`config.mk`:
```
export PLATFORM = sky130hd
export DESIGN_NAME = bldc_six_step_commutator_flat
export DESIGN_NICKNAME = d
export VERILOG_FILES = /design/src/sv/bssc_pkg.sv /design/src/sv/bssc_cmd_if.sv /design/src/sv/bssc_res_if.sv /design/src/sv/bssc_cfg_regs.sv /design/src/sv/bssc_ctrl.sv /design/src/sv/bldc_six_step_commutator.sv /design/src/flat_wrapper.sv
export SDC_FILE = /design/constraint.sdc
export NUM_CORES = 1
export LEC_CHECK = 0
export BUFFER_PORTS_ARGS = -buffer_cell sky130_fd_sc_hd__buf_2
export CAP_MARGIN = 20
export CORE_ASPECT_RATIO = 0.75
export CORE_MARGIN = 1
export CORE_UTILIZATION = 25
export CTS_BUF_LIST = sky130_fd_sc_hd__clkbuf_16
export CTS_CLUSTER_DIAMETER = 40
export DETAILED_ROUTE_END_ITERATION = 12
export PLACE_DENSITY = 0.37
export SETUP_SLACK_MARGIN = 0.1
export SLEW_MARGIN = 20
export SYNTH_ARGS = -nofsm -noshare
export SYNTH_HDL_FRONTEND = slang
export SYNTH_SLANG_ARGS = --single-unit
```
`constraint.sdc`:
```
create_clock -name clk -period 6.55 [get_ports clk]
set_input_delay 0.655 -clock clk [delete_from_list [all_inputs] [get_ports clk]]
set_output_delay 0.655 -clock clk [all_outputs]
set_load 0.01 [all_outputs]
```
`src/sv/bssc_pkg.sv`:
```
// Package: widths, codes, configuration types and commutation tables.
package bssc_pkg;

    localparam int CmdW    = 3;
    localparam int DutyW   = 8;
    localparam int MarginW = 7;
    localparam int PeriodW = 16;
    localparam int StepW   = 10;
    localparam int LevelW  = 4;
    localparam int PhaseW  = 3;
    localparam int DriveW  = 6;
    localparam int SenseW  = 2;
    localparam int CfgIdxW = 3;
    localparam int CfgDatW = 16;

    localparam logic [PhaseW-1:0] LastPhase = 3'd5;

    typedef enum logic [CmdW-1:0] {
        CMD_TICK      = 3'd0,
        CMD_ENABLE    = 3'd1,
        CMD_SET_DUTY  = 3'd2,
        CMD_DISABLE   = 3'd3,
        CMD_COMMUTATE = 3'd4
    } bssc_cmd_t;

    typedef enum logic [CfgIdxW-1:0] {
        REG_MAX_DUTY     = 3'd0,
        REG_CLAMP_MARGIN = 3'd1,
        REG_START_PERIOD = 3'd2,
        REG_END_PERIOD   = 3'd3,
        REG_PERIOD_STEP  = 3'd4,
        REG_STEPS_LEVEL  = 3'd5
    } bssc_reg_idx_t;

    localparam logic [DutyW-1:0]   MaxDutyRst     = 8'd249;
    localparam logic [MarginW-1:0] ClampMarginRst = 7'd15;
    localparam logic [PeriodW-1:0] StartPeriodRst = 16'd5000;
    localparam logic [PeriodW-1:0] EndPeriodRst   = 16'd500;
    localparam logic [StepW-1:0]   PeriodStepRst  = 10'd10;
    localparam logic [LevelW-1:0]  StepsLevelRst  = 4'd6;

    typedef struct packed {
        logic [DutyW-1:0]   max_duty;
        logic [MarginW-1:0] clamp_margin;
        logic [PeriodW-1:0] spinup_start_period;
        logic [PeriodW-1:0] spinup_end_period;
        logic [StepW-1:0]   spinup_period_step;
        logic [LevelW-1:0]  steps_per_level;
    } bssc_cfg_t;

    typedef struct packed {
        logic [DriveW-1:0] drive_pattern;
        logic [SenseW-1:0] sense_phase;
        logic              sense_rising;
        logic [DutyW-1:0]  duty_out;
        logic              running;
        logic              spinning_up;
        logic              accepted;
    } bssc_res_t;

    function automatic logic [PhaseW-1:0] next_phase(input logic [PhaseW-1:0] p);
        next_phase = (p >= LastPhase) ? '0 : p + 3'd1;
    endfunction

    function automatic logic [DriveW-1:0] drive_lookup(input logic [PhaseW-1:0] p);
        case (p)
            3'd0:    drive_lookup = 6'h24;
            3'd1:    drive_lookup = 6'h21;
            3'd2:    drive_lookup = 6'h09;
            3'd3:    drive_lookup = 6'h18;
            3'd4:    drive_lookup = 6'h12;
            3'd5:    drive_lookup = 6'h06;
            default: drive_lookup = 6'h24;
        endcase
    endfunction

    function automatic logic [SenseW-1:0] sense_phase_lookup(input logic [PhaseW-1:0] p);
        case (p)
            3'd0, 3'd3: sense_phase_lookup = 2'd2;
            3'd1, 3'd4: sense_phase_lookup = 2'd1;
            3'd2, 3'd5: sense_phase_lookup = 2'd0;
            default:    sense_phase_lookup = 2'd2;
        endcase
    endfunction

    function automatic logic sense_rising_lookup(input logic [PhaseW-1:0] p);
        case (p)
            3'd1, 3'd3, 3'd5: sense_rising_lookup = 1'b1;
            default:          sense_rising_lookup = 1'b0;
        endcase
    endfunction

endpackage

```
`src/sv/bssc_cmd_if.sv`:
```
// Interface: command channel carrying cmd and duty_request.
interface bssc_cmd_if;
    logic                          valid;
    logic                          ready;
    logic [bssc_pkg::CmdW-1:0]     cmd;
    logic [bssc_pkg::DutyW-1:0]    duty_request;

    modport source (output valid, output cmd, output duty_request, input ready);
    modport sink   (input valid, input cmd, input duty_request, output ready);
endinterface

```
`src/sv/bssc_res_if.sv`:
```
// Interface: result channel carrying drive, sense and status fields.
interface bssc_res_if;
    logic                          valid;
    logic                          ready;
    logic [bssc_pkg::DriveW-1:0]   drive_pattern;
    logic [bssc_pkg::SenseW-1:0]   sense_phase;
    logic                          sense_rising;
    logic [bssc_pkg::DutyW-1:0]    duty_out;
    logic                          running;
    logic                          spinning_up;
    logic                          accepted;

    modport source (output valid, output drive_pattern, output sense_phase,
                    output sense_rising, output duty_out, output running,
                    output spinning_up, output accepted, input ready);
    modport sink   (input valid, input drive_pattern, input sense_phase,
                    input sense_rising, input duty_out, input running,
                    input spinning_up, input accepted, output ready);
endinterface

```
`src/sv/bssc_cfg_regs.sv`:
```
// Configuration register file with write-only access.
module bssc_cfg_regs (
    input  logic                           clk,
    input  logic                           rst_n,
    input  logic                           cfg_wr_en,
    input  logic [bssc_pkg::CfgIdxW-1:0]   cfg_index,
    input  logic [bssc_pkg::CfgDatW-1:0]   cfg_data,
    output bssc_pkg::bssc_cfg_t            cfg
);

    bssc_pkg::bssc_cfg_t cfg_reg;

    always_ff @(posedge clk or negedge rst_n)
    begin
        if (!rst_n)
        begin
            cfg_reg.max_duty            <= bssc_pkg::MaxDutyRst;
            cfg_reg.clamp_margin        <= bssc_pkg::ClampMarginRst;
            cfg_reg.spinup_start_period <= bssc_pkg::StartPeriodRst;
            cfg_reg.spinup_end_period   <= bssc_pkg::EndPeriodRst;
            cfg_reg.spinup_period_step  <= bssc_pkg::PeriodStepRst;
            cfg_reg.steps_per_level     <= bssc_pkg::StepsLevelRst;
        end
        else if (cfg_wr_en)
        begin
            case (bssc_pkg::bssc_reg_idx_t'(cfg_index))
                bssc_pkg::REG_MAX_DUTY:
                    cfg_reg.max_duty <= cfg_data[bssc_pkg::DutyW-1:0];
                bssc_pkg::REG_CLAMP_MARGIN:
                    cfg_reg.clamp_margin <= cfg_data[bssc_pkg::MarginW-1:0];
                bssc_pkg::REG_START_PERIOD:
                    cfg_reg.spinup_start_period <= cfg_data[bssc_pkg::PeriodW-1:0];
                bssc_pkg::REG_END_PERIOD:
                    cfg_reg.spinup_end_period <= cfg_data[bssc_pkg::PeriodW-1:0];
                bssc_pkg::REG_PERIOD_STEP:
                    cfg_reg.spinup_period_step <= cfg_data[bssc_pkg::StepW-1:0];
                bssc_pkg::REG_STEPS_LEVEL:
                    cfg_reg.steps_per_level <= cfg_data[bssc_pkg::LevelW-1:0];
                default: ;
            endcase
        end
    end

    assign cfg = cfg_reg;

endmodule

```
`src/sv/bssc_ctrl.sv`:
```
// Commutation state and per-command update, with the result of each command.
module bssc_ctrl (
    input  logic                           clk,
    input  logic                           rst_n,
    input  logic                           fire,
    input  logic [bssc_pkg::CmdW-1:0]      cmd,
    input  logic [bssc_pkg::DutyW-1:0]     duty_request,
    input  bssc_pkg::bssc_cfg_t            cfg,
    output bssc_pkg::bssc_res_t            res
);

    logic [bssc_pkg::PhaseW-1:0]  phase_reg,  phase_next;
    logic                         run_reg,    run_next;
    logic                         wind_reg,   wind_next;
    logic [bssc_pkg::PeriodW-1:0] period_reg, period_next;
    logic [bssc_pkg::PeriodW-1:0] tick_reg,   tick_next;
    logic [bssc_pkg::LevelW-1:0]  level_reg,  level_next;
    logic [bssc_pkg::DutyW-1:0]   duty_reg,   duty_next;

    logic                         accepted;
    logic [bssc_pkg::PeriodW-1:0] tick_inc;
    logic [bssc_pkg::LevelW-1:0]  level_inc;
    logic [bssc_pkg::LevelW-1:0]  per_level;
    logic [bssc_pkg::PeriodW-1:0] step_ext;
    logic [bssc_pkg::PeriodW-1:0] period_dec;
    logic signed [9:0]            clamp_thr;
    logic                         req_low;
    logic [bssc_pkg::DutyW-1:0]   req_clamped;
    logic                         pend_low;
    logic [bssc_pkg::DutyW-1:0]   pend_clamped;
    logic [bssc_pkg::PhaseW-1:0]  p_out;
    logic                         active;

    // Duty check: too low below the margin, clamp to max at or above max - margin
    assign clamp_thr    = $signed({2'b00, cfg.max_duty}) - $signed({3'b000, cfg.clamp_margin});
    assign req_low      = duty_request < {1'b0, cfg.clamp_margin};
    assign req_clamped  = ($signed({2'b00, duty_request}) >= clamp_thr) ? cfg.max_duty
                                                                        : duty_request;
    assign pend_low     = duty_reg < {1'b0, cfg.clamp_margin};
    assign pend_clamped = ($signed({2'b00, duty_reg}) >= clamp_thr) ? cfg.max_duty : duty_reg;

    assign tick_inc   = tick_reg + 16'd1;
    assign level_inc  = level_reg + 4'd1;
    assign per_level  = (cfg.steps_per_level == '0) ? 4'd1 : cfg.steps_per_level;
    assign step_ext   = {{(bssc_pkg::PeriodW-bssc_pkg::StepW){1'b0}}, cfg.spinup_period_step};
    assign period_dec = (period_reg > step_ext) ? period_reg - step_ext : '0;

    always_comb
    begin
        phase_next  = phase_reg;
        run_next    = run_reg;
        wind_next   = wind_reg;
        period_next = period_reg;
        tick_next   = tick_reg;
        level_next  = level_reg;
        duty_next   = duty_reg;
        accepted    = 1'b0;

        case (bssc_pkg::bssc_cmd_t'(cmd))
            bssc_pkg::CMD_TICK:
            begin
                if (wind_reg)
                begin
                    accepted = 1'b1;
                    if (tick_inc < period_reg)
                    begin
                        tick_next = tick_inc;
                    end
                    else
                    begin
                        tick_next  = '0;
                        phase_next = bssc_pkg::next_phase(phase_reg);
                        level_next = level_inc;
                        if (level_inc >= per_level)
                        begin
                            level_next  = '0;
                            period_next = period_dec;
                            if (period_dec <= cfg.spinup_end_period)
                            begin
                                // spin-up done: run with the pending duty, or go idle if it is below the margin
                                wind_next = 1'b0;
                                if (pend_low)
                                begin
                                    run_next    = 1'b0;
                                    duty_next   = '0;
                                    period_next = '0;
                                end
                                else
                                begin
                                    run_next  = 1'b1;
                                    duty_next = pend_clamped;
                                end
                            end
                        end
                    end
                end
            end
            bssc_pkg::CMD_ENABLE,
            bssc_pkg::CMD_SET_DUTY:
            begin
                if (run_reg || wind_reg ||
                    (bssc_pkg::bssc_cmd_t'(cmd) == bssc_pkg::CMD_ENABLE))
                begin
                    if (req_low)
                    begin
                        run_next    = 1'b0;
                        wind_next   = 1'b0;
                        duty_next   = '0;
                        period_next = '0;
                        tick_next   = '0;
                        level_next  = '0;
                    end
                    else
                    begin
                        accepted = 1'b1;
                        if (run_reg)
                        begin
                            duty_next = req_clamped;
                        end
                        else if (wind_reg)
                        begin
                            duty_next = duty_request;
                        end
                        else if (cfg.spinup_start_period <= cfg.spinup_end_period)
                        begin
                            // short spin-up: straight to running
                            run_next   = 1'b1;
                            tick_next  = '0;
                            level_next = '0;
                            duty_next  = req_clamped;
                        end
                        else
                        begin
                            wind_next   = 1'b1;
                            period_next = cfg.spinup_start_period;
                            tick_next   = '0;
                            level_next  = '0;
                            duty_next   = duty_request;
                        end
                    end
                end
            end
            bssc_pkg::CMD_DISABLE:
            begin
                accepted    = 1'b1;
                run_next    = 1'b0;
                wind_next   = 1'b0;
                duty_next   = '0;
                period_next = '0;
                tick_next   = '0;
                level_next  = '0;
            end
            bssc_pkg::CMD_COMMUTATE:
            begin
                if (run_reg)
                begin
                    accepted   = 1'b1;
                    phase_next = bssc_pkg::next_phase(phase_reg);
                end
            end
            default: ;
        endcase
    end

    always_ff @(posedge clk or negedge rst_n)
    begin
        if (!rst_n)
        begin
            phase_reg  <= '0;
            run_reg    <= 1'b0;
            wind_reg   <= 1'b0;
            period_reg <= '0;
            tick_reg   <= '0;
            level_reg  <= '0;
            duty_reg   <= '0;
        end
        else if (fire)
        begin
            phase_reg  <= phase_next;
            run_reg    <= run_next;
            wind_reg   <= wind_next;
            period_reg <= period_next;
            tick_reg   <= tick_next;
            level_reg  <= level_next;
            duty_reg   <= duty_next;
        end
    end

    // Outputs reflect the state after the command
    assign p_out  = (phase_next > bssc_pkg::LastPhase) ? '0 : phase_next;
    assign active = run_next || wind_next;

    always_comb
    begin
        res.drive_pattern = active ? bssc_pkg::drive_lookup(p_out) : '0;
        res.sense_phase   = run_next ? bssc_pkg::sense_phase_lookup(p_out) : '0;
        res.sense_rising  = run_next && bssc_pkg::sense_rising_lookup(p_out);
        res.duty_out      = run_next ? duty_next : '0;
        res.running       = run_next;
        res.spinning_up   = wind_next;
        res.accepted      = accepted;
    end

endmodule

```
`src/sv/bldc_six_step_commutator.sv`:
```
// Top level: six-step BLDC commutation controller with registered command and result.
//
//  channel  | dir | handshake    | payload
//  ---------+-----+--------------+----------------------------------------------
//  item     | in  | valid/ready  | cmd[2:0], duty_request[7:0]
//  result   | out | valid/ready  | drive_pattern[5:0], sense_phase[1:0],
//           |     |              | sense_rising, duty_out[7:0], running,
//           |     |              | spinning_up, accepted
//  cfg      | in  | write enable | cfg_index[2:0], cfg_data[15:0]
//
// One transaction per clock sustained while the result side keeps ready high; an
// accepted command passes through the command register and then the result
// register, with the state update in between.
// Reset clears the commutation state and loads the configuration defaults.
// A stalled result holds the command register; a further transaction is still
// taken while the command register is empty.
module bldc_six_step_commutator (
    input  logic                           clk,
    input  logic                           rst_n,
    bssc_cmd_if.sink                       item,
    bssc_res_if.source                     result,
    input  logic                           cfg_wr_en,
    input  logic [bssc_pkg::CfgIdxW-1:0]   cfg_index,
    input  logic [bssc_pkg::CfgDatW-1:0]   cfg_data
);

    bssc_pkg::bssc_cfg_t          cfg;
    bssc_pkg::bssc_res_t          ctrl_res;

    logic                         in_valid_reg;
    logic [bssc_pkg::CmdW-1:0]    in_cmd_reg;
    logic [bssc_pkg::DutyW-1:0]   in_duty_reg;
    logic                         res_valid_reg;
    bssc_pkg::bssc_res_t          res_reg;

    logic                         in_take;
    logic                         advance;

    // Advance the held command whenever the result slot is free or emptying
    assign advance    = in_valid_reg && (!res_valid_reg || result.ready);
    assign item.ready = !in_valid_reg || advance;
    assign in_take    = item.valid && item.ready;

    bssc_cfg_regs u_cfg (
        .clk       (clk),
        .rst_n     (rst_n),
        .cfg_wr_en (cfg_wr_en),
        .cfg_index (cfg_index),
        .cfg_data  (cfg_data),
        .cfg       (cfg)
    );

    bssc_ctrl u_ctrl (
        .clk          (clk),
        .rst_n        (rst_n),
        .fire         (advance),
        .cmd          (in_cmd_reg),
        .duty_request (in_duty_reg),
        .cfg          (cfg),
        .res          (ctrl_res)
    );

    // Valid flags of the command and result stages
    always_ff @(posedge clk or negedge rst_n)
    begin
        if (!rst_n)
        begin
            in_valid_reg  <= 1'b0;
            res_valid_reg <= 1'b0;
        end
        else
        begin
            if (in_take)
                in_valid_reg <= 1'b1;
            else if (advance)
                in_valid_reg <= 1'b0;

            if (advance)
                res_valid_reg <= 1'b1;
            else if (result.ready)
                res_valid_reg <= 1'b0;
        end
    end

    // Payload registers: load on a transaction, hold otherwise
    always_ff @(posedge clk)
    begin
        if (in_take)
        begin
            in_cmd_reg  <= item.cmd;
            in_duty_reg <= item.duty_request;
        end
        if (advance)
            res_reg <= ctrl_res;
    end

    assign result.valid         = res_valid_reg;
    assign result.drive_pattern = res_reg.drive_pattern;
    assign result.sense_phase   = res_reg.sense_phase;
    assign result.sense_rising  = res_reg.sense_rising;
    assign result.duty_out      = res_reg.duty_out;
    assign result.running       = res_reg.running;
    assign result.spinning_up   = res_reg.spinning_up;
    assign result.accepted      = res_reg.accepted;

endmodule

```
`src/flat_wrapper.sv`:
```
// flat-port wrapper written by rule: the top's interface ports become plain ports
module bldc_six_step_commutator_flat 
  (clk, rst_n, cfg_wr_en, cfg_index, cfg_data, item_valid, item_cmd, item_duty_request, item_ready, result_valid, result_drive_pattern, result_sense_phase, result_sense_rising, result_duty_out, result_running, result_spinning_up, result_accepted, result_ready);
  bssc_cmd_if item_i ();
  bssc_res_if result_i ();
  input  logic clk;
  input  logic rst_n;
  input  logic cfg_wr_en;
  input  logic [bssc_pkg::CfgIdxW-1:0] cfg_index;
  input  logic [bssc_pkg::CfgDatW-1:0] cfg_data;
  input wire logic [$bits(item_i.valid)-1:0] item_valid;
  input wire logic [$bits(item_i.cmd)-1:0] item_cmd;
  input wire logic [$bits(item_i.duty_request)-1:0] item_duty_request;
  output wire logic [$bits(item_i.ready)-1:0] item_ready;
  output wire logic [$bits(result_i.valid)-1:0] result_valid;
  output wire logic [$bits(result_i.drive_pattern)-1:0] result_drive_pattern;
  output wire logic [$bits(result_i.sense_phase)-1:0] result_sense_phase;
  output wire logic [$bits(result_i.sense_rising)-1:0] result_sense_rising;
  output wire logic [$bits(result_i.duty_out)-1:0] result_duty_out;
  output wire logic [$bits(result_i.running)-1:0] result_running;
  output wire logic [$bits(result_i.spinning_up)-1:0] result_spinning_up;
  output wire logic [$bits(result_i.accepted)-1:0] result_accepted;
  input wire logic [$bits(result_i.ready)-1:0] result_ready;
  assign item_i.valid = item_valid;
  assign item_i.cmd = item_cmd;
  assign item_i.duty_request = item_duty_request;
  assign item_ready = item_i.ready;
  assign result_valid = result_i.valid;
  assign result_drive_pattern = result_i.drive_pattern;
  assign result_sense_phase = result_i.sense_phase;
  assign result_sense_rising = result_i.sense_rising;
  assign result_duty_out = result_i.duty_out;
  assign result_running = result_i.running;
  assign result_spinning_up = result_i.spinning_up;
  assign result_accepted = result_i.accepted;
  assign result_i.ready = result_ready;
  bldc_six_step_commutator u_core (.clk(clk), .rst_n(rst_n), .item(item_i), .result(result_i), .cfg_wr_en(cfg_wr_en), .cfg_index(cfg_index), .cfg_data(cfg_data));
endmodule
```
==> results_dict.tcl, run 1 <==
set metrics [dict create \
    clkTransAtPathRegs_ns 0.06 \
    avgViaCountPerCell 4.59 \
    syn_nets 1069 \
    drt_iter0_drc 426 \
    pre_cts_slack_ns 0.960 \
    power_density_nw_per_um2 427 \
    place.port_buffers 56 \
    grt_pass1_vias 6796 \
    path_buf_inv 3 \
    synthAdderAreaFrac 0.140 \
    synthCells 932 \
    worst_slew_margin_rel 0.355 \
    max_stage_delay_ns 0.53 \
    hpwl_microns 19900 \
    ys_seq_area_frac 0.408 \
    maxCapViolations 0 \
    h-tree-depth 4 \
    hold_class "primary input to async pin" \
    critPathTopFamily "compound AO/OA/AOI/OAI gates" \
    outcome "completed" \
    insertion_delay_ns 0.44 \
    yosys.area_share.simple 0.136 \
    startpoint_type "register" \
    crit_fanout 14 \
    dieHeight_microns 168 \
    dp.cells 1468 \
    vias 6880 \
    cp_slowest_cell "o21a_1" \
    place_area_sq_um 10100 \
    syn_avg_cell_area_sq_um 9.90 \
    globalRouteOverflowTotal 0 \
    dr_wl_met3_microns 858 \
    fin_skew_ns 0.0111 \
    synthMuxAreaShare 0.0670 \
    post_cts_buffers 0 \
    hold_buffers 0 \
    cts_root_buf "clkbuf_16" \
    synth_top_cell_area_share 0.236 \
    endpoint_kind "register" \
    rsz0062_at_grt "false" \
    place_congestion 0.774 \
    cts_buffers 17 \
    rows 60 \
    final_hold_viol_count 0 \
    p_leak_nw 4.74 \
    synth_edf_count 31 \
    final_layout_size_suffix_gt1_frac 0.190 \
    cts_sinks 143 \
    grt_pass1_wl_microns 41700 \
    worstMarginPinSlew_ns 0.967 \
    top_layer_used "met4" \
    final_common_cell "ha_1" \
    ys_types 71 \
    ys.warnings.count 0 \
    fin_cells 1500 \
    cp_cell_sequence "inv_1 > ha_1 > inv_1 > fa_1 > a21oi_1 > nor2b_1 > o31a_1 > o21ai_1 > a21o_1 > o21a_1 > nor2_1 > ha_1 > nand2_1 > o21ai_0 > a221oi_1 > o211ai_1 > a211oi_4 > mux2i_1 > o22a_1 > buf_4 > and2_4 > nor2_1" \
    grt_max_degree 42 \
    antennaDiodeCount 0 \
    finalMaxSlewViolations 0 \
    setup_tns_ns 0 \
    track_usage 0.146 \
    synth_top_family_by_area "compound AO/OA/AOI/OAI gates" \
    route.detailed.drc 0 \
    crit_type "register to register" \
    largest_reg_flops 61 \
    antenna_found_initial 0 \
    fp.dieW_microns 224 \
    area_delta_synth_final_pct 16.5 \
    worstPathRequired_ns 6.74 \
    core-area_sq_um 36100 \
    drt-pass1-iter-count 5 \
    synthArstFlopShare 0.783 \
    crit_arrival_ns 5.80 \
    met2RoutedLength_microns 10400 \
    ctsResizeCount 0 \
    cts_tree "done" \
    yosys-top-cells-area "dfrtp_1 (24%), ha_1 (14%), edfxtp_1 (10%)" \
    cts_buffer_depth 2 \
    fin_util 0.298 \
    period_share 0.856 \
    netlist.top_cell.by_area "dfrtp_1" \
    routed_wl_microns 26100 \
    rrSetupSlack_ns 0.94 \
    fmax_mhz 178 \
    met1_length_microns 14600 \
    design_area_sq_um 10800 \
    fin_crit_ns 5.61 \
    layout_setup_ws_ns 0.943 \
    n_fill_cell 3782 \
    syn_area_sq_um 9230 \
    mostFrequentLayoutCells "ha_1 (100), dfrtp_1 (87), inv_1 (76)" \
    start_util 0.256 \
    max-vdd-ir-drop_mv 0.195 \
    wire_per_inst_microns 17.4 \
    synth-seq-cells 143 \
    ios 57 \
    synth_compound_area_frac 0.172 \
    ant_nets 0 \
    synth_xor_area_frac 0.0342 \
    nets 1128 \
    dieArea_sq_um 37700 \
    yosys_most_used_dff "dfrtp_1" \
    setup_viol 0 \
]
## worst paths after layout
kind                            cells past startpoint                        start                        endpoint
min in group clk                                    1         item_duty_request[6]           u_core.in_duty_reg[6]
worst max register to register                     22  u_core.u_ctrl.period_reg[0]  u_core.result.drive_pattern[1]
worst min-delay path                                1                        rst_n             u_core.u_cfg.cfg[0]
worst max-delay path                               22  u_core.u_ctrl.period_reg[0]  u_core.result.drive_pattern[1]
worst min register to register                      1          u_core.in_valid_reg             u_core.result.valid
max in group asynchronous                           2                        rst_n            u_core.u_cfg.cfg[46]
## cell type report
class / count / area [sq um] / area share
Clock buffer: 17 / 425 / 0.0396
Clock inverter: 15 / 226 / 0.0211
Inverter: 74 / 278 / 0.0258
Multi-Input combinational cell: 688 / 5070 / 0.472
Sequential cell: 143 / 3760 / 0.350
Tap cell: 496 / 621 / 0.0577
Timing Repair Buffer: 67 / 365 / 0.0340
## logic make-up after synthesis
logic type,Yosys count
adders and majority gates,102
DFF,143
buffers and inverters,101
xor gates and xnor gates,36
muxes,55
AOI/OAI and AO/OA,237
and+or+nand+nor,258
## power breakdown
part	leakage, nW	total, mW	switching, mW	internal (mW)
Sequential	1.67	1.32	0.193	1.13
Combinational	2.73	2.15	1.26	0.890
Clock	0.329	1.12	0.411	0.707
Total	4.74	4.59	1.87	2.72
## metrics by stage
stage	total power, mW	hold slack, ns
6_report	4.59	0.229
4_1_cts	4.64	0.236
5_1_grt	4.99	0.266
2_1_floorplan	2.86	0.359
3_5_place_dp	3.48	0.474
3_3_place_gp	3.49	0.475
## layer usage
metal  GRT usage  vias to the layer above
met5           0                        -
met4      0.0363                        0
met3      0.0321                       14
met2       0.202                       80
met1       0.225                     3286
li1            -                     3500
## cells in the mapped netlist (3+ instances only)
| master | number |
|---|---|
| a22o_1 | 20 |
| a21o_1 | 20 |
| dfrtp_1 | 87 |
| mux2i_1 | 3 |
| or3_1 | 6 |
| a2bb2oi_1 | 3 |
| nor3_1 | 21 |
| a22oi_1 | 12 |
| nand2_1 | 69 |
| ha_1 | 100 |
| nand3_1 | 17 |
| nand4_1 | 12 |
| xnor2_1 | 25 |
| a32o_1 | 4 |
| buf_2 | 9 |
| clkbuf_1 | 16 |
| o21ai_1 | 4 |
| o31ai_1 | 5 |
| nor2b_1 | 10 |
| or2_2 | 6 |
| dfstp_2 | 25 |
| nand2b_1 | 20 |
| mux2_2 | 51 |
| nor4_1 | 6 |
| and3_1 | 4 |
| and2_1 | 5 |
| inv_1 | 73 |
| edfxtp_1 | 31 |
| a211oi_1 | 10 |
| a21oi_1 | 50 |
| o21ai_0 | 60 |
| a31oi_1 | 3 |
| o21a_1 | 12 |
| o22ai_1 | 3 |
| o211ai_1 | 7 |
| xor2_1 | 11 |
| nor2_1 | 68 |
No activity file was read; power rests on OpenSTA's default activity.
==> run 2, diff against run 1 <==
Settings changed: CORE_UTILIZATION 25 to 45, CTS_CLUSTER_SIZE set to 30, PLACE_DENSITY 0.37 to 0.59.
==> run 2 against run 1 <==
Wire length is 16% lower. Largest cell class unchanged. Count of clock-buffer cells in the layout unchanged. Total power decreased by 5.5%. Sequential share of layout area rose by 1.4 points. Core utilization increased by 23 points. Critical path type unchanged. Non-clock buffer count decreased by 1. Sequential cell count unchanged. Critical endpoint is now u_core.result.drive_pattern[3]. Critical path depth fell by 1.
==> results_dict.tcl, run 2 (synthesized netlist as in run 1, its figures left out) <==
set metrics [dict create \
    period_share 0.839 \
    finalMaxSlewViolations 0 \
    cp_cell_sequence "inv_1 > ha_1 > inv_1 > fa_1 > a21oi_1 > nor2b_1 > o31a_1 > o21ai_1 > a21o_1 > o21a_1 > nor3_1 > ha_1 > a21o_1 > a21o_1 > a221oi_1 > o211ai_1 > a211oi_4 > mux2i_1 > o22a_1 > and2_4 > nor3_2" \
    mostFrequentLayoutCells "ha_1 (100), dfrtp_1 (87), inv_1 (73)" \
    crit_path_frequent_cell "a21o_1" \
    antennaDiodeCount 0 \
    r2r_cells 21 \
    clkPwrFrac 0.210 \
    fin_crit_ns 5.50 \
    cts_tree "done" \
    dieHeight_microns 126 \
    vias 6978 \
    insertion_delay_ns 0.43 \
    fp.dieW_microns 167 \
    drt-pass1-iter-count 6 \
    routed_wl_microns 22000 \
    switching_share 0.415 \
    combPwrFrac 0.488 \
    power_density_nw_per_um2 419 \
    maxCapViolations 0 \
    hpwl_microns 16700 \
    route.detailed.drc 0 \
    seqPwrFrac 0.303 \
    rows 44 \
    h-tree-depth 4 \
    outcome "completed" \
    avgViaCountPerCell 5.56 \
    hold_buffers 0 \
    switchingPower_mw 1.80 \
    cts_buffer_depth 2 \
    final_layout_size_suffix_gt1_frac 0.192 \
    largest_reg_flops 61 \
    drt_iter0_drc 608 \
    critPathTopFamily "compound AO/OA/AOI/OAI gates" \
    max-vdd-ir-drop_mv 0.206 \
    grt_pass1_vias 6487 \
    grt_max_degree 65 \
    cts_buffers 17 \
    ant_nets 0 \
    worstMarginPinSlew_ns 0.958 \
    core-area_sq_um 19700 \
    startpoint_type "register" \
    ios 57 \
    place_congestion 0.910 \
    dieArea_sq_um 21100 \
    intPower_mw 2.54 \
    final_common_cell "ha_1" \
    setup_tns_ns 0 \
    area_delta_synth_final_pct 12.0 \
    cts_root_buf "clkbuf_16" \
    endpoint_kind "register" \
    max_stage_delay_ns 0.47 \
    globalRouteOverflowTotal 0 \
    post_cts_buffers 0 \
    cp_slowest_cell "o22a_1" \
    grt_pass1_wl_microns 36300 \
    nets 1127 \
    wire_per_inst_microns 17.5 \
    fin_worst_hold_slack_ns 0.325 \
    start_util 0.468 \
    place.port_buffers 56 \
    setup_viol 0 \
    crit_arrival_ns 5.67 \
    fin_skew_ns 0.0103 \
    crit_fanout 14 \
    final_hold_viol_count 0 \
    p_leak_nw 4.67 \
    cp.depth 21 \
    hold_class "primary input to async pin" \
    cts_sinks 143 \
    clkTransAtPathRegs_ns 0.06 \
    antenna_found_initial 0 \
    worst_slew_margin_rel 0.358 \
    rsz0062_at_grt "false" \
    worstPathRequired_ns 6.72 \
    track_usage 0.223 \
    crit_type "register to register" \
    ctsResizeCount 0 \
    fmax_mhz 182 \
    path_buf_inv 2 \
]
## run 2: cell count changes in the layout (fill, tap and decap cells not counted), sizes merged
cell	previous run	this run
bufinv	6	1
clkinv	4	8
clkinvlp	1	3
buf	67	66
inv	78	77
## run 2: through the flow
stage	util	total power, mW	instances	setup WS, ns	instance area, sq um
final	0.524	4.33	1256	1.05	10300
after floorplan	-	2.86	932	2.06	9230
after CTS	0.524	4.34	1256	1.07	10300
after detailed placement	0.497	3.39	1224	1.09	9790
after global routing	0.524	4.72	1256	0.627	10300
after global placement	0.497	3.38	1224	1.16	9790
## run 2: path summary, 6_finish.rpt
check	start	to	slack, ns
hold / removal	rst_n	u_core.u_ctrl.tick_reg[13]	0.32
setup / recovery	u_core.u_ctrl.period_reg[0]	u_core.result.drive_pattern[3]	1.05
setup reg to reg	u_core.u_ctrl.period_reg[0]	u_core.result.drive_pattern[3]	1.05
hold reg to reg	u_core.in_valid_reg	u_core.result.valid	0.50
max in group asynchronous	rst_n	u_core.u_cfg.cfg[15]	5.06
min in group clk	item_duty_request[4]	u_core.in_duty_reg[4]	0.40
## run 2: power groups by stage
stage	registers (mW)	logic (mW)	clock network, mW
2_1_floorplan	1.26	1.60	0
6_report	1.31	2.11	0.909
5_1_grt	1.34	2.40	0.976
4_1_cts	1.31	2.09	0.934
3_3_place_gp	1.32	2.06	0
3_5_place_dp	1.32	2.07	0
## run 2: area by class of cell
cell class,instances,area [sq um]
fillers,1820,9370
multi-input cells,688,5070
flip-flops and latches,143,3760
clock buffers,17,425
repair buffers,66,358
well taps,253,317
inverters,74,278
clock inverters,15,120
## run 2: layer usage
metal | part of all wire | wire length (microns) | vias to the layer above | global-route usage
li1 | - | - | 3490 | -
met1 | 0.56 | 12400 | 3303 | 0.375
met2 | 0.37 | 8230 | 176 | 0.279
met3 | 0.058 | 1270 | 9 | 0.0437
met4 | 0.0061 | 135 | 0 | 0.0540
met5 | 0 | 0 | - | 0
==> run 3, diff against run 2 <==
Settings changed: ABC_AREA set to 1.
Clock period 6.55 ns to 5.16 ns, I/O delays scaled along.
==> run 3 against run 2 <==
Clock power is 54% higher. Maximum frequency is 19% higher. Combinational power is 34% higher. Critical path depth is 3 higher. Synthesized cell count is 29% higher. Die area is 3.8% higher. Final cell count is 24% higher. Wire length is 11% higher. Count of clock-buffer cells in the layout stayed put. Core utilization hardly changed. First-iteration DRC count is 7.6% lower. Highest routed layer unchanged.
==> results_dict.tcl, run 3 <==
set metrics [dict create \
    ys.warnings.count 0 \
    hold_class "primary input to async pin" \
    drt_iter0_drc 562 \
    endpoint_kind "register" \
    ant_nets 0 \
    h-tree-depth 4 \
    fin_util 0.524 \
    vias 7991 \
    antenna_found_initial 0 \
    largest_reg_flops 61 \
    design_area_sq_um 10800 \
    final_hold_viol_count 0 \
    cts_buffers 17 \
    reg2reg_from "u_core.u_ctrl.period_reg[0]" \
    routed_wl_microns 24500 \
    globalRouteOverflowTotal 0 \
    rrSetupSlack_ns 0.54 \
    synthCells 1205 \
    synthArstFlopShare 0.783 \
    layout_setup_ws_ns 0.538 \
    cts_root_buf "clkbuf_16" \
    final_layout_size_suffix_gt1_frac 0.123 \
    maxCapViolations 0 \
    clkTransAtPathRegs_ns 0.07 \
    r2r_cells 24 \
    place_congestion 0.884 \
    ios 57 \
    worst_slew_margin_rel 0.374 \
    p_leak_nw 5.48 \
    worstPathRequired_ns 5.42 \
    insertion_delay_ns 0.44 \
    startpoint "u_core.u_ctrl.period_reg[0]" \
    timing.rr.end "u_core.result.drive_pattern[0]" \
    rows 45 \
    wire_per_inst_microns 15.8 \
    rsz0062_at_grt "false" \
    track_usage 0.238 \
    final_common_cell "nand2_1" \
    finalMaxSlewViolations 0 \
    cts_buffer_depth 2 \
    cts_sinks 143 \
    post_cts_buffers 0 \
    place.port_buffers 56 \
    yosys_most_used_dff "dfrtp_1" \
    setup_tns_ns 0 \
    ys_types 51 \
    worst_setup_path_endpoint "u_core.result.drive_pattern[0]" \
    syn_nets 1342 \
    mostFrequentLayoutCells "nand2_1 (303), inv_1 (180), ha_1 (100)" \
    max-vdd-ir-drop_mv 0.317 \
    ys_seq_area_frac 0.393 \
    synth-seq-cells 143 \
    fin_crit_ns 4.62 \
    pre_cts_slack_ns 0.603 \
    crit_type "register to register" \
    synth_top_cell_area_share 0.227 \
    start_util 0.466 \
    period_share 0.896 \
    power_density_nw_per_um2 554 \
    dieArea_sq_um 21900 \
    dp.cells 1522 \
    grt_max_degree 71 \
    grt_pass1_wl_microns 39800 \
    area_delta_synth_final_pct 12.4 \
    dieHeight_microns 128 \
    avgViaCountPerCell 5.14 \
    grt_pass1_vias 7306 \
    drt-pass1-iter-count 7 \
    fin_skew_ns 0.0112 \
    cts_tree "done" \
    total_power_mw 5.96 \
    startpoint_type "register" \
    syn_area_sq_um 9590 \
    syn_avg_cell_area_sq_um 7.95 \
    outcome "completed" \
    hpwl_microns 18400 \
    netlist.top_cell.by_area "dfrtp_1" \
    worstMarginPinSlew_ns 0.939 \
    yosys-top-cells-area "dfrtp_1 (23%), ha_1 (13%), nand2_1 (12%)" \
    crit_fanout 16 \
    place_area_sq_um 10100 \
    fin_worst_hold_slack_ns 0.193 \
    nets 1396 \
    setup_viol 0 \
    route.detailed.drc 0 \
    synth_edf_count 31 \
    fin_cells 1554 \
    crit_arrival_ns 4.88 \
    ctsResizeCount 0 \
    hold_buffers 0 \
    fp.dieW_microns 171 \
    antennaDiodeCount 0 \
    synth_common_cells "nand2_1 (303), inv_1 (180), ha_1 (100), dfrtp_1 (87), o21ai_0 (85)" \
    fmax_mhz 216 \
    synth_most_common_cell "nand2_1" \
    core-area_sq_um 20600 \
]
## run 3: power by group
part	switching (mW)	leakage, nW	internal [mW]
Combinational	1.80	3.50	1.04
Sequential	0.259	1.66	1.47
Clock	0.534	0.313	0.867
## run 3: metal layers
layer	track usage	part of all wire	wire, microns	up-vias
met2	0.298	0.36	8910	199
met4	0.0615	0.010	252	0
li1	-	-	-	4059
met5	0	0	0	-
met1	0.401	0.57	14000	3710
met3	0.0434	0.056	1380	23
## run 3: final cells by class
class / instances / area [sq um]
Clock inverter: 15 / 233
Timing Repair Buffer: 59 / 305
Fill cell: 1947 / 9780
Inverter: 188 / 708
Clock buffer: 17 / 425
Tap cell: 282 / 353
Multi-Input combinational cell: 850 / 4980
Sequential cell: 143 / 3760
## run 3: worst max-delay path, cell delays in order, from the launching register on
cell	delay (ns)
dfrtp_1	0.38
inv_1	0.08
ha_1	0.17
inv_1	0.07
fa_1	0.40
nand3_1	0.09
nand2_1	0.11
a21oi_1	0.30
o211ai_2	0.14
a21oi_2	0.63
nor2_1	0.16
ha_1	0.34
nand2_1	0.07
inv_1	0.03
o21ai_0	0.14
nand2_1	0.06
nor2_1	0.13
nand2_1	0.08
nand2_2	0.18
nand3_2	0.11
nor2_2	0.25
inv_2	0.08
nand3_4	0.18
nor2_4	0.07
a21oi_1	0.20
## run 3: cells by family (layout without fill, tap and decap cells)
| logic type | after synthesis | count (layout) | synth area share |
|---|---|---|---|
| simple gates | 491 | 491 | 0.220 |
| compound gates | 224 | 224 | 0.134 |
| buf+inv | 212 | 279 | 0.0884 |
| flops | 143 | 143 | 0.393 |
| fa+ha+maj | 102 | 102 | 0.135 |
| xor+xnor | 33 | 33 | 0.0302 |
## run 3: worst min path at each step
stage / start / end / cells after the start
6_report: rst_n / u_core.u_cfg.cfg[28] / 1
5_1_grt: item_duty_request[4] / u_core.in_duty_reg[4] / 1
4_1_cts: rst_n / u_core.u_cfg.cfg[28] / 1
3_5_place_dp: u_core.u_cfg.cfg[23] / u_core.u_cfg.cfg[23] / 2
3_3_place_gp: u_core.u_cfg.cfg[23] / u_core.u_cfg.cfg[23] / 2
2_1_floorplan: rst_n / u_core.in_valid_reg / 0
